`src/obc_pkg.sv`:
```
// Shared types, constants and the CORDIC arctangent table for the oriented box corner core.
// No dependencies; every other file depends on it.
`default_nettype none

package obc_pkg;

  localparam int unsigned MaxStages = 24;
  localparam int unsigned CordicW   = 34;

  localparam logic signed [CordicW-1:0] GainQ30   = 34'sd652032874;
  localparam logic signed [CordicW-1:0] PiQ30     = 34'sd3373259426;
  localparam logic signed [CordicW-1:0] HalfPiQ30 = 34'sd1686629713;

  localparam logic signed [25:0] OutMax = 26'sd8388607;
  localparam logic signed [25:0] OutMin = -26'sd8388608;

  typedef struct packed {
    logic        [15:0] obj_length;
    logic        [15:0] obj_width;
    logic        [15:0] obj_height;
    logic signed [15:0] yaw_angle;
    logic signed [15:0] roll_angle;
    logic signed [23:0] ref_x;
    logic signed [23:0] ref_y;
  } pose_t;

  typedef struct packed {
    logic signed [23:0] rear_right_x;
    logic signed [23:0] rear_right_y;
    logic signed [23:0] rear_left_x;
    logic signed [23:0] rear_left_y;
    logic signed [23:0] front_left_x;
    logic signed [23:0] front_left_y;
    logic signed [23:0] front_right_x;
    logic signed [23:0] front_right_y;
  } corners_t;

  typedef struct packed {
    logic signed [CordicW-1:0] x;
    logic signed [CordicW-1:0] y;
    logic signed [CordicW-1:0] z;
    logic                      neg;
  } cordic_t;

  typedef struct packed {
    logic        [15:0] len;
    logic        [15:0] wid;
    logic        [15:0] hgt;
    logic               roll_neg;
    logic               roll_pos;
    logic signed [23:0] ref_x;
    logic signed [23:0] ref_y;
  } side_t;

  function automatic logic signed [CordicW-1:0] atan_q30(input logic [4:0] idx);
    logic signed [CordicW-1:0] v;
    v = '0;
    case (idx)
      5'd0:  v = 34'sh3243F6A8;
      5'd1:  v = 34'sh1DAC6705;
      5'd2:  v = 34'sh0FADBAFC;
      5'd3:  v = 34'sh07F56EA6;
      5'd4:  v = 34'sh03FEAB76;
      5'd5:  v = 34'sh01FFD55B;
      5'd6:  v = 34'sh00FFFAAA;
      5'd7:  v = 34'sh007FFF55;
      5'd8:  v = 34'sh003FFFEA;
      5'd9:  v = 34'sh001FFFFD;
      5'd10: v = 34'sh000FFFFF;
      5'd11: v = 34'sh0007FFFF;
      5'd12: v = 34'sh0003FFFF;
      5'd13: v = 34'sh0001FFFF;
      5'd14: v = 34'sh0000FFFF;
      5'd15: v = 34'sh00007FFF;
      5'd16: v = 34'sh00003FFF;
      5'd17: v = 34'sh00001FFF;
      5'd18: v = 34'sh00000FFF;
      5'd19: v = 34'sh000007FF;
      5'd20: v = 34'sh000003FF;
      5'd21: v = 34'sh000001FF;
      5'd22: v = 34'sh000000FF;
      5'd23: v = 34'sh0000007F;
      default: v = '0;
    endcase
    return v;
  endfunction

endpackage

`default_nettype wire

```
`src/obc_cordic_stage.sv`:
```
// One registered CORDIC rotation step, applied to the yaw and the roll rotator side by side.
// Depends on obc_pkg for the rotator state type and the arctangent table.
`default_nettype none

module obc_cordic_stage #(
  parameter int unsigned SHIFT = 0
) (
  input  wire                 clk_i,
  input  wire                 rst_ni,
  input  wire                 en_i,
  input  wire                 valid_i,
  input  obc_pkg::cordic_t    yaw_i,
  input  obc_pkg::cordic_t    roll_i,
  output logic                valid_o,
  output obc_pkg::cordic_t    yaw_o,
  output obc_pkg::cordic_t    roll_o
);
  import obc_pkg::*;

  localparam logic signed [CordicW-1:0] Atan = atan_q30(5'(SHIFT));

  function automatic cordic_t rotate(input cordic_t c);
    cordic_t r;
    r = c;
    if (c.z >= 0) begin
      r.x = c.x - (c.y >>> SHIFT);
      r.y = c.y + (c.x >>> SHIFT);
      r.z = c.z - Atan;
    end else begin
      r.x = c.x + (c.y >>> SHIFT);
      r.y = c.y - (c.x >>> SHIFT);
      r.z = c.z + Atan;
    end
    return r;
  endfunction

  logic    valid_q;
  cordic_t yaw_q, roll_q;

  always_ff @(posedge clk_i or negedge rst_ni) begin
    if (!rst_ni) begin
      valid_q <= 1'b0;
    end else if (en_i) begin
      valid_q <= valid_i;
    end
  end

  always_ff @(posedge clk_i) begin
    if (en_i) begin
      yaw_q  <= rotate(yaw_i);
      roll_q <= rotate(roll_i);
    end
  end

  assign valid_o = valid_q;
  assign yaw_o   = yaw_q;
  assign roll_o  = roll_q;

endmodule

`default_nettype wire

```
`config.mk`:
```
export PLATFORM = sky130hd
export DESIGN_NAME = obc_cordic_stage
export DESIGN_NICKNAME = d
export VERILOG_FILES = /design/src/obc_pkg.sv /design/src/obc_cordic_stage.sv
export SDC_FILE = /design/constraint.sdc
export NUM_CORES = 1
export LEC_CHECK = 0
export ABC_AREA = 1
export BUFFER_PORTS_ARGS = -buffer_cell sky130_fd_sc_hd__clkbuf_2
export CORE_UTILIZATION = 59
export DETAILED_ROUTE_END_ITERATION = 10
export PLACE_DENSITY = 0.8
export REMOVE_ABC_BUFFERS = 1
export SLEW_MARGIN = 30
export SYNTH_ARGS = -nofsm -noshare
export SYNTH_HDL_FRONTEND = slang
export SYNTH_SLANG_ARGS = --single-unit
```
`constraint.sdc`:
```
create_clock -name clk_i -period 1 [get_ports clk_i]
set_clock_uncertainty 0.15 [all_clocks]
set_input_delay 0 -clock clk_i [delete_from_list [all_inputs] [get_ports clk_i]]
set_output_delay 0 -clock clk_i [all_outputs]
set_load 0.02 [all_outputs]
```
==> impl_metrics.ini, run 1 <==
[status]
outcome = did not finish
stop_stage = 4_1_cts
stop_error = [ERROR DPL-0033] detailed placement checks failed during check placement.

[clock_tree]
htreeDepth = 1
postCtsHoldBufs = 17
cts_made_buffers = 25
post_cts_resize_count = 1105
clockRootBuffer = clkbuf_16
cts.sinks = 205
post_cts_buffers = 117
cts_buffer_depth = 3

[yosys]
seq_area_frac_synth_pct = 25.39
synth_area_leaders = edfxtp_1 (25%), nand2_1 (16%), ha_1 (13%)
yosysUniqueCellTypes = 34
yosysMostFrequentCell = nand2_1
yosysTopAreaCellShare_pct = 25.29
syn-instance-count = 3721
synthTopCellsByCount = nand2_1 (1,041), inv_1 (526), nand3_1 (361), nor2_1 (330), a21oi_1 (317)
avgSynthCellArea_sq_um = 6.511
ys_ff_latch = 205
yosys.area.top_type = edfxtp_1
synth_edf_count = 204
yosysWarnings = 0
mappedNetlistArea_sq_um = 24230
ys.flop_type = edfxtp_1
async_reset_ff_share_pct = 0.4878

[die]
rows = 73
die_h_microns = 204.6
start_util_pct = 60.42
chipWidth_microns = 204.6
num_io_pins = 417

[placed_design]
port_buffers = 416
hpwl_microns = 79840
place.gp.congestion = 1.058
==> stage by stage <==
step	hold WS (ps)	worst slack, ps	std cells	cell area [sq um]
2_1_floorplan	-445.6	-4034	3634	23750
3_3_place_gp	-374.9	-1903	5416	32950
3_5_place_dp	-374.5	-2118	5416	32950
==> cells by family after synthesis <==
logic type | count (synthesis) | share of synthesized area (%)
simple gates | 1875 | 32.18
buf+inv | 616 | 10.14
compound gates | 638 | 13.91
xor+xnor | 120 | 4.338
flops | 205 | 25.39
mux | 1 | 0.04648
fa+ha+maj | 266 | 13.99
==> run 2, diff against run 1 <==
--- a/config.mk
+++ b/config.mk
@@ -7,9 +7,9 @@
 export LEC_CHECK = 0
 export ABC_AREA = 1
 export BUFFER_PORTS_ARGS = -buffer_cell sky130_fd_sc_hd__clkbuf_2
-export CORE_UTILIZATION = 59
+export CORE_UTILIZATION = 40
 export DETAILED_ROUTE_END_ITERATION = 10
-export PLACE_DENSITY = 0.8
+export PLACE_DENSITY_LB_ADDON = 0.15
 export REMOVE_ABC_BUFFERS = 1
 export SLEW_MARGIN = 30
 export SYNTH_ARGS = -nofsm -noshare
==> impl_metrics.ini, run 2 <==
[routing]
wl_microns = 106400
drt_iter0_drc = 1938
wire_per_inst_microns = 18.21
route.detailed.drc = 0
drt-pass1-iter-count = 5
final_antenna_net_count = 0
vias = 30420
vias_per_cell = 5.205

[global_route]
grt_overflow = 0
grt_util_all_layers_pct = 32.34
grt_pass1_wl_microns = 154700
grt_max_degree = 63
antenna_found_initial = 2
first_global_vias = 29050

[clock_tree]
htreeDepth = 1
clk_latency_ps = 570
cts_made_buffers = 27
clkSlewWorstSetupHoldPaths_ps = 60
cts_buffer_depth = 3
clockRootBuffer = clkbuf_16
cts_tree = done
cts.sinks = 205
postCtsHoldBufs = 23

[setup_path]
r2r_setup_slack_ps = 110
critPathMaxFanout = 6
r2r_cells = 1
path_class = input pin to register
worstPathCellList = buf_8 -> inv_4 -> ha_4 -> nand3_4 -> nor3_4 -> nand3b_1 -> o21ai_4 -> buf_6 -> buf_12 -> inv_8 -> fa_2 -> o21ai_4 -> nand2_2 -> nand2_4 -> buf_6 -> nand3_2 -> nand2_2 -> nand3_2 -> nand4_1 -> nand2_1
critPathSlowestCell = fa_2
cp_data_arrival_time_ps = 2650
start_kind = input pin
crit_path_end_kind = register
r2r-start = valid_o$_DFFE_PN0P_
slowest_delay_ps = 390
r2r_end = valid_o$_DFFE_PN0P_
cp.required_ps = 1180

[sta]
finalSetupViolations = 432
min_period_ps = 2468
tightest_slew_ps = 707.0
fin_crit_sh_pct = 246.8
setup_ws_ps = -1468
holdWs_ps = -194.5
hold_viol = 18
relSlewSlack_pct = 52.86
slew_viol_final = 0
max_clock_freq_mhz = 405.2
rsz0062_at_grt = true

[yosys]
synth_xor_area_share_pct = 4.338
synth-simple-area-share_pct = 32.18
yosysWarnings = 0
ys.flop_type = edfxtp_1
avgSynthCellArea_sq_um = 6.511
yosysTopAreaCellShare_pct = 25.29
mappedNetlistArea_sq_um = 24230
seq_area_frac_synth_pct = 25.39
yosys.area.top_type = edfxtp_1
yosysMostFrequentCell = nand2_1
yosysUniqueCellTypes = 34
async_reset_ff_share_pct = 0.4878
ys_ff_latch = 205
synth_top_family_by_area = simple AND/OR/NAND/NOR gates
syn-instance-count = 3721
synth.mux.area_fraction_pct = 0.04648
synthTopCellsByCount = nand2_1 (1,041), inv_1 (526), nand3_1 (361), nor2_1 (330), a21oi_1 (317)
synth_compound_area_share_pct = 13.91
synth_area_leaders = edfxtp_1 (25%), nand2_1 (16%), ha_1 (13%)
synth_fa_ha_area_share_pct = 13.99
synth_edf_count = 204

[finish]
fin_util_pct = 66.76
final_cell_area_sq_um = 39700
final_nets = 5523
drive_gt1_share_pct = 40.49
syn2layout_area_growth_pct = 63.87
final_cell_mix = nand2_1 (898), buf_4 (838), inv_1 (497)
final_common_cell = nand2_1

[power]
ir_drop_uv = 1382
finalPower_mw = 45.13
p_leak_nw = 19.70
pwr_density_cell_nw_per_um2 = 1137

[worst_hold_path]
holdPathStages = 5
hp-class = input pin to register
min_to = yaw_o[68]$_DFFE_PP_
min-delay-start = yaw_i[68]

[die]
num_io_pins = 417
die_h_microns = 248.1
dieArea_sq_um = 61550
start_util_pct = 40.74
core_sq_um = 59460
chipWidth_microns = 248.1
rows = 89

[placed_design]
placed_area_sq_um = 33300
place.gp.congestion = 1.006
hpwl_microns = 80400
port_buffers = 416

[status]
outcome = finished, violations left
failed_checks = negative hold slack, negative setup slack

[job]
drv_cap = 0
[run 2: worst max-delay path, delay by kind of cell]
kind / cells / cell delay (ps)
buffers and inverters: 6 / 600
adder cells (fa/ha/maj): 2 / 530
AND/OR/NAND/NOR: 10 / 1090
AO/OA/AOI/OAI: 2 / 410
[run 2: worst max-delay path by stage]
stage | startpoint | to
after floorplan | yaw_i[34] | yaw_o[22]$_DFFE_PP_
after global placement | roll_i[34] | roll_o[34]$_DFFE_PP_
after detailed placement | roll_i[34] | roll_o[34]$_DFFE_PP_
after CTS | roll_i[33] | roll_o[34]$_DFFE_PP_
after global routing | roll_i[32] | roll_o[30]$_DFFE_PP_
final | roll_i[34] | roll_o[28]$_DFFE_PP_
[run 2: report_power, final]
part	internal (mW)	switching (mW)
Sequential	11.2	0.523
Combinational	10.0	13.5
Clock	5.73	4.18
[run 2: layout make-up]
| class | instances | area (sq um) |
|---|---|---|
| inverters | 529 | 2021 |
| clock inverters | 18 | 182.7 |
| repair buffers | 1383 | 10380 |
| well taps | 773 | 967.2 |
| flip-flops and latches | 205 | 6151 |
| diodes | 3 | 7.507 |
| repair inverters | 1 | 11.26 |
| multi-input cells | 2900 | 19280 |
| clock buffers | 32 | 694.4 |
| fillers | 5120 | 19770 |
[run 2: metal layers]
layer | track usage, % | part of all wire, % | routed length [microns] | vias up
met5 | 0 | 0 | 0 | -
met4 | 13.24 | 4.9 | 5207 | 0
met3 | 3.566 | 6.9 | 7318 | 300
met2 | 54.63 | 47 | 49680 | 1161
met1 | 41.87 | 42 | 44220 | 14040
li1 | - | - | - | 14910
[run 2: repair_timing]
item,in CTS,in global routing
endpoints found under the setup margin,399,444
gates resized for setup,695,336
hold endpoints to repair,276,23
setup buffers,67,32
cloned,14,1
pin swaps,168,141
[run 2: logic make-up (layout without fill, tap and decap cells)]
group,Yosys count,in the layout
flops,205,205
fa+ha+maj,266,266
other cells,0,3
mux,1,1
simple gates,1875,1875
xor+xnor,120,120
buf+inv,616,1963
compound gates,638,638
[run 2: metrics by stage]
step / instances / TNS [ps] / setup slack (ps) / hold slack [ps]
2_1_floorplan: 3634 / -568920 / -4034 / -445.6
3_3_place_gp: 5669 / -289060 / -2064 / -375.0
3_5_place_dp: 5669 / -292620 / -2141 / -373.6
4_1_cts: 5815 / -206630 / -1266 / -237.9
5_1_grt: 5843 / -230360 / -1460 / -182.9
6_report: 5844 / -214480 / -1468 / -194.5
(Power assumes the default switching activity.)
